### src/rtl/core/camera_package_deframer_assert.svh
// assertion macros shared by the deframer rtl
`ifndef CAMERA_PACKAGE_DEFRAMER_ASSERT_SVH
`define CAMERA_PACKAGE_DEFRAMER_ASSERT_SVH
`ifndef SYNTHESIS
`define CPD_ASSERT(lbl, clk, rst_n, prop) \
	lbl: assert property (@(posedge clk) disable iff (!rst_n) prop) \
	else $error("cpd assertion failed");
`define CPD_ASSERT_NEVER(lbl, clk, rst_n, expr) \
	lbl: assert property (@(posedge clk) disable iff (!rst_n) !(expr)) \
	else $error("cpd forbidden condition seen");
`else
`define CPD_ASSERT(lbl, clk, rst_n, prop)
`define CPD_ASSERT_NEVER(lbl, clk, rst_n, expr)
`endif
`endif

### src/rtl/core/cpd_pkg.sv
// types and constants of the camera package deframer
package cpd_pkg;

	typedef enum logic [2:0] {
		PH_ID0  = 3'd0,
		PH_ID1  = 3'd1,
		PH_SZ0  = 3'd2,
		PH_SZ1  = 3'd3,
		PH_DATA = 3'd4,
		PH_CK0  = 3'd5,
		PH_CK1  = 3'd6
	} phase_t;

	localparam logic [1:0] KIND_DATA    = 2'd0;
	localparam logic [1:0] KIND_END     = 2'd1;
	localparam logic [1:0] KIND_REFUSAL = 2'd2;

	localparam logic CFG_IMAGE_LENGTH = 1'b0;
	localparam logic CFG_CHECK_ENABLE = 1'b1;

	localparam int TOTAL_W = 24;
	localparam int ID_W    = 16;

	localparam logic [7:0]         REFUSE_B0     = 8'hAA;
	localparam logic [7:0]         REFUSE_B1     = 8'h0F;
	localparam logic [7:0]         LAST_ACK_BYTE = 8'hF0;
	localparam logic [ID_W-1:0]    LAST_ACK      = {LAST_ACK_BYTE, LAST_ACK_BYTE};
	localparam logic [TOTAL_W-1:0] TOTAL_MAX     = {TOTAL_W{1'b1}};

	typedef struct packed {
		logic [TOTAL_W-1:0] image_length;
		logic               check_enable;
	} cfg_t;

	typedef struct packed {
		logic            valid;
		logic [1:0]      kind;
		logic [7:0]      data_byte;
		logic [ID_W-1:0] package_id;
		logic [ID_W-1:0] ack_id;
		logic            checksum_ok;
		logic            last_package;
	} res_t;

endpackage

### src/rtl/core/camera_package_deframer.sv
// top level of the camera package deframer
// path: a word is taken into the input register at its accepting edge; the parser steps on it
// once the output register can take a result word, and its result word, if any, is loaded there
// throughput: one word per cycle while the output is not stalled; the parser step is the only loop
// reset: arst_n clears the parser to the first id byte, zeroes the totals and
// empties both registers; image_length resets to 0, check_enable to 1
`include "camera_package_deframer_assert.svh"
module camera_package_deframer
	import cpd_pkg::*;
(
	input  logic               clk,
	input  logic               arst_n,
	// configuration write channel
	input  logic               cfg_valid,
	output logic               cfg_ready,
	input  logic               cfg_index,
	input  logic [TOTAL_W-1:0] cfg_data,
	// receive byte channel
	input  logic               in_valid,
	output logic               in_ready,
	input  logic [7:0]         rx_byte,
	// result channel
	output logic               out_valid,
	input  logic               out_ready,
	output logic [1:0]         kind,
	output logic [7:0]         data_byte,
	output logic [ID_W-1:0]    package_id,
	output logic [ID_W-1:0]    ack_id,
	output logic               checksum_ok,
	output logic               last_package
);

	cfg_t       cfg;
	res_t       step_res;
	res_t       out_res;
	logic       stall;
	logic       step;
	logic       valid_s1;
	logic [7:0] rx_byte_s1;

	// config writes must only be issued while idle (the user's duty, not enforced here); they are always taken
	assign cfg_ready = 1'b1;

	cpd_cfg_regs u_cfg (
		.clk     (clk),
		.arst_n  (arst_n),
		.wr_en_i (cfg_valid && cfg_ready),
		.index_i (cfg_index),
		.data_i  (cfg_data),
		.cfg_o   (cfg)
	);

	// the parser consumes the staged word whenever the output register can
	// take a result word this cycle (empty, or being drained)
	assign step     = valid_s1 && !stall;
	assign in_ready = !valid_s1 || !stall;

	// input register
	always_ff @(posedge clk or negedge arst_n) begin
		if (!arst_n)
			valid_s1 <= 1'b0;
		else if (in_ready)
			valid_s1 <= in_valid;
	end

	always_ff @(posedge clk) begin
		if (in_valid && in_ready)
			rx_byte_s1 <= rx_byte;
	end

	cpd_parser u_parser (
		.clk    (clk),
		.arst_n (arst_n),
		.step_i (step),
		.byte_i (rx_byte_s1),
		.cfg_i  (cfg),
		.res_o  (step_res)
	);

	// result register decouples the parser from the downstream ready
	cpd_result_reg u_out (
		.clk     (clk),
		.arst_n  (arst_n),
		.load_i  (step && step_res.valid),
		.res_i   (step_res),
		.ready_i (out_ready),
		.stall_o (stall),
		.res_o   (out_res)
	);

	assign out_valid    = out_res.valid;
	assign kind         = out_res.kind;
	assign data_byte    = out_res.data_byte;
	assign package_id   = out_res.package_id;
	assign ack_id       = out_res.ack_id;
	assign checksum_ok  = out_res.checksum_ok;
	assign last_package = out_res.last_package;

	// a staged word held back by a stalled output must stay put
	`CPD_ASSERT(a_stage_holds, clk, arst_n, valid_s1 && stall |=> valid_s1 && $stable(rx_byte_s1))
	`CPD_ASSERT_NEVER(a_step_when_stalled, clk, arst_n, step && stall)

endmodule

### src/rtl/core/cpd_cfg_regs.sv
// configuration registers of the deframer
module cpd_cfg_regs
	import cpd_pkg::*;
(
	input  logic               clk,
	input  logic               arst_n,
	input  logic               wr_en_i,
	input  logic               index_i,
	input  logic [TOTAL_W-1:0] data_i,
	output cfg_t               cfg_o
);

	logic [TOTAL_W-1:0] image_length_q;
	logic               check_enable_q;

	always_ff @(posedge clk or negedge arst_n) begin
		if (!arst_n) begin
			image_length_q <= '0;
			check_enable_q <= 1'b1;
		end else if (wr_en_i) begin
			unique case (index_i)
				CFG_IMAGE_LENGTH: image_length_q <= data_i;
				CFG_CHECK_ENABLE: check_enable_q <= data_i[0];
				default: ;
			endcase
		end
	end

	assign cfg_o.image_length = image_length_q;
	assign cfg_o.check_enable = check_enable_q;

endmodule

### src/rtl/core/cpd_parser.sv
// byte parser: package phases, running checksum and image byte total
`include "camera_package_deframer_assert.svh"
module cpd_parser
	import cpd_pkg::*;
(
	input  logic       clk,
	input  logic       arst_n,
	input  logic       step_i,
	input  logic [7:0] byte_i,
	input  cfg_t       cfg_i,
	output res_t       res_o
);

	phase_t             phase_q, phase_d;
	logic [ID_W-1:0]    id_q, id_d;
	logic [7:0]         size_lo_q, size_lo_d;
	logic [15:0]        left_q, left_d;
	logic [7:0]         sum_q, sum_d;
	logic [7:0]         ck_q, ck_d;
	logic [TOTAL_W-1:0] total_q, total_d;
	logic               refusal;
	logic [15:0]        left_dec;
	logic [15:0]        size_full;
	logic               last;
	logic               ok;

	assign refusal   = (id_q[7:0] == REFUSE_B0) && (id_q[15:8] == REFUSE_B1);
	assign left_dec  = left_q - 16'd1;
	assign size_full = {byte_i, size_lo_q};
	assign last      = total_q >= cfg_i.image_length;
	assign ok        = !cfg_i.check_enable || (sum_q == ck_q);

	// next phase
	always_comb begin
		phase_d = phase_q;
		unique case (phase_q)
			PH_ID1:  phase_d = PH_SZ0;
			PH_SZ0:  phase_d = PH_SZ1;
			PH_SZ1: begin
				if (refusal)
					phase_d = PH_ID0;
				else if (size_full == '0)
					phase_d = PH_CK0;
				else
					phase_d = PH_DATA;
			end
			PH_DATA: phase_d = (left_dec == '0) ? PH_CK0 : PH_DATA;
			PH_CK0:  phase_d = PH_CK1;
			PH_CK1:  phase_d = PH_ID0;
			default: phase_d = PH_ID1;
		endcase
	end

	// datapath updates and result word
	always_comb begin
		id_d      = id_q;
		size_lo_d = size_lo_q;
		left_d    = left_q;
		sum_d     = sum_q + byte_i;
		ck_d      = ck_q;
		total_d   = total_q;
		res_o     = '0;
		unique case (phase_q)
			PH_ID1: id_d[15:8] = byte_i;
			PH_SZ0: size_lo_d = byte_i;
			PH_SZ1: begin
				if (refusal) begin
					total_d          = '0;
					res_o.valid      = 1'b1;
					res_o.kind       = KIND_REFUSAL;
					res_o.package_id = id_q;
				end else begin
					left_d = size_full;
				end
			end
			PH_DATA: begin
				left_d = left_dec;
				if (total_q != TOTAL_MAX)
					total_d = total_q + 1'b1;
				res_o.valid     = 1'b1;
				res_o.kind      = KIND_DATA;
				res_o.data_byte = byte_i;
			end
			PH_CK0: begin
				ck_d  = byte_i;
				sum_d = sum_q;
			end
			PH_CK1: begin
				sum_d = sum_q;
				if (last)
					total_d = '0;
				res_o.valid        = 1'b1;
				res_o.kind         = KIND_END;
				res_o.package_id   = id_q;
				res_o.ack_id       = last ? LAST_ACK : id_q;
				res_o.checksum_ok  = ok;
				res_o.last_package = last;
			end
			default: begin
				// first id byte, also taken for unused phase codes
				id_d   = {8'd0, byte_i};
				sum_d  = byte_i;
				left_d = '0;
			end
		endcase
	end

	always_ff @(posedge clk or negedge arst_n) begin
		if (!arst_n) begin
			phase_q   <= PH_ID0;
			id_q      <= '0;
			size_lo_q <= '0;
			left_q    <= '0;
			sum_q     <= '0;
			ck_q      <= '0;
			total_q   <= '0;
		end else if (step_i) begin
			phase_q   <= phase_d;
			id_q      <= id_d;
			size_lo_q <= size_lo_d;
			left_q    <= left_d;
			sum_q     <= sum_d;
			ck_q      <= ck_d;
			total_q   <= total_d;
		end
	end

	`CPD_ASSERT(a_end_returns_idle, clk, arst_n, step_i && phase_q == PH_CK1 |=> phase_q == PH_ID0)
	`CPD_ASSERT(a_data_runs_out, clk, arst_n, step_i && phase_q == PH_DATA && left_q == 16'd1 |=> phase_q == PH_CK0)
	`CPD_ASSERT_NEVER(a_data_outside_phase, clk, arst_n, res_o.valid && res_o.kind == KIND_DATA && phase_q != PH_DATA)

endmodule

### src/rtl/core/cpd_result_reg.sv
// output register holding one result word until it is taken
module cpd_result_reg
	import cpd_pkg::*;
(
	input  logic clk,
	input  logic arst_n,
	input  logic load_i,
	input  res_t res_i,
	input  logic ready_i,
	output logic stall_o,
	output res_t res_o
);

	logic valid_q;
	res_t res_q;

	assign stall_o = valid_q && !ready_i;

	always_ff @(posedge clk or negedge arst_n) begin
		if (!arst_n)
			valid_q <= 1'b0;
		else if (load_i)
			valid_q <= 1'b1;
		else if (ready_i)
			valid_q <= 1'b0;
	end

	always_ff @(posedge clk) begin
		if (load_i)
			res_q <= res_i;
	end

	always_comb begin
		res_o       = res_q;
		res_o.valid = valid_q;
	end

endmodule
### config.mk
export PLATFORM = sky130hd
export DESIGN_NAME = camera_package_deframer
export DESIGN_NICKNAME = d
export VERILOG_FILES = /design/src/rtl/core/cpd_pkg.sv /design/src/rtl/core/camera_package_deframer.sv /design/src/rtl/core/cpd_cfg_regs.sv /design/src/rtl/core/cpd_parser.sv /design/src/rtl/core/cpd_result_reg.sv
export VERILOG_INCLUDE_DIRS = /design/src /design/src/rtl/core
export SDC_FILE = /design/constraint.sdc
export NUM_CORES = 1
export LEC_CHECK = 0
export BUFFER_PORTS_ARGS = -buffer_cell sky130_fd_sc_hd__buf_2
export CORE_MARGIN = 8
export CORE_UTILIZATION = 46
export CTS_CLUSTER_DIAMETER = 100
export CTS_CLUSTER_SIZE = 40
export DETAILED_ROUTE_END_ITERATION = 12
export PLACE_DENSITY = 0.63
export SYNTH_ARGS = -nofsm -noshare
export SYNTH_HDL_FRONTEND = slang
export SYNTH_HIERARCHICAL = 1
export SYNTH_SLANG_ARGS = --single-unit
### constraint.sdc
create_clock -name clk -period 2.75 [get_ports clk]
set_input_delay 0.275 -clock clk [delete_from_list [all_inputs] [get_ports clk]]
set_output_delay 0.275 -clock clk [all_outputs]
set_load 0.05 [all_outputs]
==> impl_metrics.env, run 1 <==
export IMPL_drc=0
export IMPL_yosysUniqueCellTypes=66
export IMPL_wl_um=19500
export IMPL_hold_class="in -> reg"
export IMPL_h_tree_depth=4
export IMPL_p_switching_uw=3340
export IMPL_synth_edf_count=52
export IMPL_setup_tns_final_ns=0
export IMPL_clk_path_buf_depth=2
export IMPL_yosys_mux_area_fraction_pct=8.60
export IMPL_yosysSeqAreaShare_pct=51.9
export IMPL_irDropWorstVdd_uv=496
export IMPL_fin_skew_ns=0.0120
export IMPL_synth_top_area_share_pct=32.8
export IMPL_nFillCells=1505
export IMPL_antenna_found_initial=0
export IMPL_cts_reportedPaths_clkPinSlew_ns=0.07
export IMPL_antenna_cells=0
export IMPL_worst_slew_pin_slew_ns=0.877
export IMPL_grt_overflow=0
export IMPL_syn_area_per_cell_sq_um=11.0
export IMPL_power_density_nw_per_um2=917
export IMPL_pwr_share_clk_pct=26.3
export IMPL_synth_xor_area_share_pct=1.68
export IMPL_die_area_sq_um=22600
export IMPL_fp_dieW_um=150
export IMPL_crit_type="reg -> reg"
export IMPL_worstPathRequired_ns=3.07
export IMPL_async_flop_share_pct=67.9
export IMPL_worst_path_max_fanout=8
export IMPL_drive_gt1_share_pct=23.0
export IMPL_synth_nets=829
export IMPL_min_period_ns=2.63
export IMPL_row_count=49
export IMPL_track_usage_pct=18.1
export IMPL_areaGrowthSynthToFinish_pct=16.8
export IMPL_switching_share_pct=37.5
export IMPL_startpoint_type="flip-flop"
export IMPL_yosysTopAreaCell="dfrtp_1"
export IMPL_cp_data_arrival_time_ns=2.94
export IMPL_leakage_uw=0.00438
export IMPL_start_util_pct=46.6
export IMPL_numCtsBuffers=17
export IMPL_finalSetupViolCount=0
export IMPL_avgViaCountPerCell=5.64
export IMPL_vias=6197
export IMPL_yosysWarnings=6
export IMPL_rsz0062_at_grt="false"
export IMPL_core_sq_um=17800
export IMPL_ant_nets=0
export IMPL_fmax_ghz=0.380
export IMPL_cts_root_buf="clkbuf_16"
export IMPL_synthFlopType="dfrtp_1"
export IMPL_dp_hpwl_um=13900
export IMPL_dr_pass1_iters=5
export IMPL_end_kind="flip-flop"
export IMPL_cts_setup_buffers=0
export IMPL_power_share_sequential_pct=39.8
export IMPL_gp_congestion=0.857
export IMPL_synthCells=756
export IMPL_die_y_um=150
export IMPL_grt_pass1_wl_um=32100
export IMPL_maxSlewHeadroom_pct=41.4
export IMPL_synth_simple_gate_area_share_pct=15.6
export IMPL_syn_area_sq_um=8320
export IMPL_grt_pass1_vias=6231
export IMPL_clk_latency_ns=0.44
export IMPL_grt_max_degree=58
export IMPL_synth_compound_area_share_pct=13.0
export IMPL_clock_sinks=162
export IMPL_drtIter0Drc=479
export IMPL_pin_count=85
export IMPL_status="complete, no violations"
export IMPL_intPower_uw=5570
export IMPL_synth_top_family_by_area="simple AND/OR/NAND/NOR gates"
export IMPL_max_cap_viol_count=0
export IMPL_nNetsFinal=929
export IMPL_fin_crit_sh_pct=95.6
export IMPL_wl_per_cell_um=17.7
export IMPL_maxSlewViolCount=0
export IMPL_synth_seq_cells=162
export IMPL_fin_total_pwr_uw=8910
export IMPL_final_hold_violation_count=0
export IMPL_synthTopCellsByArea="dfrtp_1 (33%), edfxtp_1 (19%), ha_1 (5.1%)"
export IMPL_comb_power_share_pct=33.9
export IMPL_io_buffers=83
export IMPL_cts_tree="yes"
export IMPL_yosys_area_share_adder_pct=5.35
==> final timing paths <==
kind,start,depth (start not counted),end,slack (ns)
max reg2reg,u_parser/total_q[20],8,u_parser/total_q[14],0.12
max in group asynchronous,arst_n,3,u_parser/sum_q[7],1.54
min reg2reg,u_parser/ck_q[1],2,u_parser/ck_q[1],0.51
min,rx_byte[1],1,rx_byte_s1[1],0.02
min in group asynchronous,arst_n,2,u_cfg/image_length_q[3],0.44
max,u_parser/total_q[20],8,u_parser/total_q[14],0.12
==> cell usage after synthesis, types with 6 or more instances <==
master / number
nor2_1: 60
o21ai_0: 52
a22o_1: 27
mux2_2: 28
ha_1: 34
mux2_4: 20
edfxtp_1: 52
and2_1: 34
o31ai_1: 12
dfrtp_1: 109
nor2b_1: 6
xnor2_1: 6
nand2_1: 59
nand2b_1: 10
nand4_1: 11
xor2_1: 10
a21oi_1: 30
nor3_1: 17
clkbuf_1: 19
inv_1: 37
a21o_1: 7
nand3_1: 17
nor4_1: 11
a22oi_1: 6
mux2i_1: 10
==> state kept, by name, indices dropped and copies added, names as in the netlist, 3 cells and up <==
signal,count
u_out/res_o,44
u_cfg/image_length_q,24
u_parser/sum_q,8
u_parser/left_q,16
u_parser/phase_q,3
u_parser/ck_q,8
u_parser/id_q,16
u_parser/size_lo_q,8
u_parser/total_q,24
rx_byte_s1,8
==> power by group through the flow <==
stage               sequential, uW  combinational, uW  clock (uW)
finish                        3550               3030        2340
global route                  3630               3380        2500
detailed placement            3580               3000           0
global placement              3550               2890           0
floorplan                     3600               2130           0
CTS                           3540               3020        2410
==> cell usage in the layout, fill, tap and decap left out, drive strengths merged, types with 2 or more instances in the layout <==
cell and instances:
dlygate4sd3 6, a32oi 3, or4 2, and4 3, nor3 17, and2 34
clkinv 4, clkbuf 17, nand3 17, nand4 11, o21ai 53, a21o 8
xnor2 6, o41ai 2, mux2 48, nor2 60, dfrtp 109, edfxtp 52
or3 4, nand3b 3, a22o 27, ha 34, nor4 12, or2 2
nor2b 8, a31oi 4, nand2 59, o31ai 12, or4bb 2, a22oi 6
a2111oi 2, a211oi 3, mux2i 10, inv 46, xor2 10, buf 107
o21bai 3, nand2b 10, and3 5, a21oi 31
==> layout make-up <==
class	count	area (sq um)	area share, %
clock buffer	17	425	4.38
clock inverter	15	163	1.67
inverter	37	139	1.43
multi-input combinational	525	3700	38.0
sequential	162	4320	44.4
tap	229	287	2.95
timing repair buffer	113	696	7.16
==> repair_timing <==
action | 4_1_cts | 5_1_grt
gates resized for setup | 0 | 1
hold endpoints to repair | 55 | 2
hold buffers | 4 | 2
setup endpoints to repair | 0 | 6
==> cell families after synthesis <==
kind of cell    after synthesis
simple gates                252
compound gates              163
other cells                   1
fa+ha+maj                    35
buf+inv                      69
mux                          58
flops                       162
xor+xnor                     16
==> metal layers <==
metal  vias up  global-route usage, %  wire [um]
li1       2937                      -          -
met1      3069                   23.6       8850
met2       167                   29.1       9300
met3        24                   4.15       1030
met4         0                   6.25        301
met5         -                      0          0
==> critical path, stage by stage, from the launching register on <==
cell and delay (ns):
dfrtp_1 0.45, ha_1 0.34, nand4_1 0.17, nor4_1 0.44, o311ai_0 0.24, a21oi_2 0.24, o21ai_2 0.13, buf_4 0.19
o41ai_1 0.32
==> per-stage QoR <==
stage / setup slack [ns] / instance area, sq um / hold slack (ns) / std cells / util [%]
after global placement: 0.300 / 9070 / 0.363 / 1060 / 50.8
final: 0.122 / 9720 / 0.0164 / 1098 / 54.5
after detailed placement: 0.0897 / 9070 / 0.381 / 1060 / 50.8
after global routing: 0.0176 / 9720 / 0.00204 / 1098 / 54.5
after floorplan: 0.242 / 8320 / -0.0206 / 756 / -
after CTS: 0.0859 / 9700 / 0.00195 / 1096 / 54.4
Power figures use the tool's default switching activity.
==> run 2, diff against run 1 <==
--- a/config.mk
+++ b/config.mk
@@ -7,12 +7,14 @@
 export NUM_CORES = 1
 export LEC_CHECK = 0
 export BUFFER_PORTS_ARGS = -buffer_cell sky130_fd_sc_hd__buf_2
+export CELL_PAD_IN_SITES_DETAIL_PLACEMENT = 1
+export CELL_PAD_IN_SITES_GLOBAL_PLACEMENT = 2
 export CORE_MARGIN = 8
-export CORE_UTILIZATION = 46
+export CORE_UTILIZATION = 35
 export CTS_CLUSTER_DIAMETER = 100
 export CTS_CLUSTER_SIZE = 40
 export DETAILED_ROUTE_END_ITERATION = 12
-export PLACE_DENSITY = 0.63
+export PLACE_DENSITY = 0.71
 export SYNTH_ARGS = -nofsm -noshare
 export SYNTH_HDL_FRONTEND = slang
 export SYNTH_HIERARCHICAL = 1
==> impl_metrics.env, run 2 (same netlist as run 1, synthesis figures left out) <==
export IMPL_status="complete, no violations"
export IMPL_maxSlewViolCount=0
export IMPL_drive_gt1_share_pct=23.5
export IMPL_dp_worst_setup_slack_ns=0.101
export IMPL_cp_data_arrival_time_ns=2.67
export IMPL_gp_congestion=0.779
export IMPL_min_to="rx_byte_s1[4]"
export IMPL_drc=0
export IMPL_setup_tns_final_ns=0
export IMPL_hold_ws_ns=0.0186
export IMPL_clk_latency_ns=0.44
export IMPL_start_util_pct=35.6
export IMPL_largest_reg_flops=44
export IMPL_wl_per_cell_um=19.1
export IMPL_power_density_nw_per_um2=923
export IMPL_cts_root_buf="clkbuf_16"
export IMPL_grt_pass1_vias=6749
export IMPL_grt_overflow=0
export IMPL_cts_reportedPaths_clkPinSlew_ns=0.08
export IMPL_r2r_end="u_out/res_o[1]"
export IMPL_min_period_ns=2.56
export IMPL_row_count=56
export IMPL_die_y_um=170
export IMPL_instances_no_fill=1191
export IMPL_areaGrowthSynthToFinish_pct=18.8
export IMPL_leakage_uw=0.00441
export IMPL_dr_pass1_iters=6
export IMPL_pin_count=85
export IMPL_io_buffers=83
export IMPL_clock_sinks=162
export IMPL_hold_class="in -> reg"
export IMPL_track_usage_pct=16.4
export IMPL_reg2reg_from="u_parser/id_q[12]"
export IMPL_antenna_found_initial=0
export IMPL_core_sq_um=23400
export IMPL_multi_input_area_sq_um=3700
export IMPL_final_hold_violation_count=0
export IMPL_irDropWorstVdd_uv=371
export IMPL_rsz0062_at_grt="false"
export IMPL_grt_max_degree=53
export IMPL_fin_skew_ns=0.0175
export IMPL_avgViaCountPerCell=5.21
export IMPL_ant_nets=0
export IMPL_crit_type="reg -> reg"
export IMPL_die_area_sq_um=29000
export IMPL_nFillCells=2592
export IMPL_numCtsBuffers=17
export IMPL_hold_depth=1
export IMPL_nNetsFinal=932
export IMPL_hold_path_startpoint="rx_byte[4]"
export IMPL_vias=6200
export IMPL_cts_tree="yes"
export IMPL_fin_crit_sh_pct=93.1
export IMPL_antenna_cells=0
export IMPL_startpoint_type="flip-flop"
export IMPL_drtIter0Drc=230
export IMPL_final_cell_mix="dfrtp_1 (109), buf_2 (82), nand2_1 (59), nor2_1 (59), edfxtp_1 (52)"
export IMPL_dp_hpwl_um=16500
export IMPL_end_kind="flip-flop"
export IMPL_fp_dieW_um=170
export IMPL_worstPathRequired_ns=2.86
export IMPL_maxSlewHeadroom_pct=36.5
export IMPL_clk_path_buf_depth=2
export IMPL_setup_slack_ns=0.189
export IMPL_worst_path_max_fanout=22
export IMPL_reg2reg_slack_ns=0.19
export IMPL_fmax_ghz=0.390
export IMPL_worst_slew_pin_slew_ns=0.951
export IMPL_finalSetupViolCount=0
export IMPL_fin_total_pwr_uw=9130
export IMPL_seqCellArea_sq_um=4320
export IMPL_max_cap_viol_count=0
export IMPL_grt_pass1_wl_um=37300
export IMPL_dp_cells=1153
export IMPL_reg2regPathDepth=6
export IMPL_final_common_cell="dfrtp_1"
export IMPL_h_tree_depth=4
export IMPL_wl_um=22800
run 2: final cells by class:
| type | instances | share of cell area [%] |
|---|---|---|
| repair buffers | 116 | 7.09 |
| clock inverters | 15 | 2.09 |
| flip-flops and latches | 162 | 43.7 |
| clock buffers | 17 | 4.30 |
| well taps | 319 | 4.04 |
| multi-input cells | 525 | 37.4 |
| inverters | 37 | 1.41 |
run 2: report_power, final:
| group | switching, uW | internal [uW] |
|---|---|---|
| clock network | 1220 | 1260 |
| registers | 520 | 3050 |
| logic | 1840 | 1230 |
| total | 3590 | 5540 |
run 2: how the worst max path moves through the flow:
| stage | to | depth (start not counted) | slack (ns) | from |
|---|---|---|---|---|
| after floorplan | u_out/res_o[0] | 5 | 0.24 | u_parser/id_q[12] |
| after global placement | u_out/res_o[22] | 6 | 0.24 | u_parser/id_q[13] |
| after detailed placement | u_out/res_o[14] | 8 | 0.10 | u_parser/total_q[21] |
| after CTS | u_parser/total_q[14] | 8 | 0.08 | u_parser/total_q[21] |
| after global routing | u_parser/total_q[14] | 8 | 0.004 | u_parser/total_q[15] |
| final | u_out/res_o[1] | 6 | 0.19 | u_parser/id_q[12] |
run 2: per-layer routing:
layer / wire (um) / vias up / GRT usage (%) / share of wire, %
li1: - / 2939 / - / -
met1: 10600 / 3148 / 21.3 / 47
met2: 11000 / 85 / 27.0 / 48
met3: 718 / 28 / 2.87 / 3.2
met4: 444 / 0 / 5.72 / 2.0
met5: 0 / - / 0 / 0
run 2: per-stage QoR:
stage / area [sq um] / utilization, %
floorplan: 8320 / -
global placement: 9190 / 39.3
detailed placement: 9190 / 39.3
CTS: 9860 / 42.1
global route: 9880 / 42.2
finish: 9880 / 42.2
run 2: worst max-delay path: stages (launching register included):
cell and delay (ns):
dfrtp_1 0.41, or4_4 0.55, nor4_4 0.39, nand2_1 0.23, nand2_1 0.13, and3b_2 0.22, buf_4 0.30
run 2: repair_timing:
action | in CTS | in global routing
gates resized for setup | 0 | 1
hold buffers | 4 | 0
endpoints found under the setup margin | 0 | 6
buffers inserted | 0 | 2
hold endpoints to repair | 52 | 0
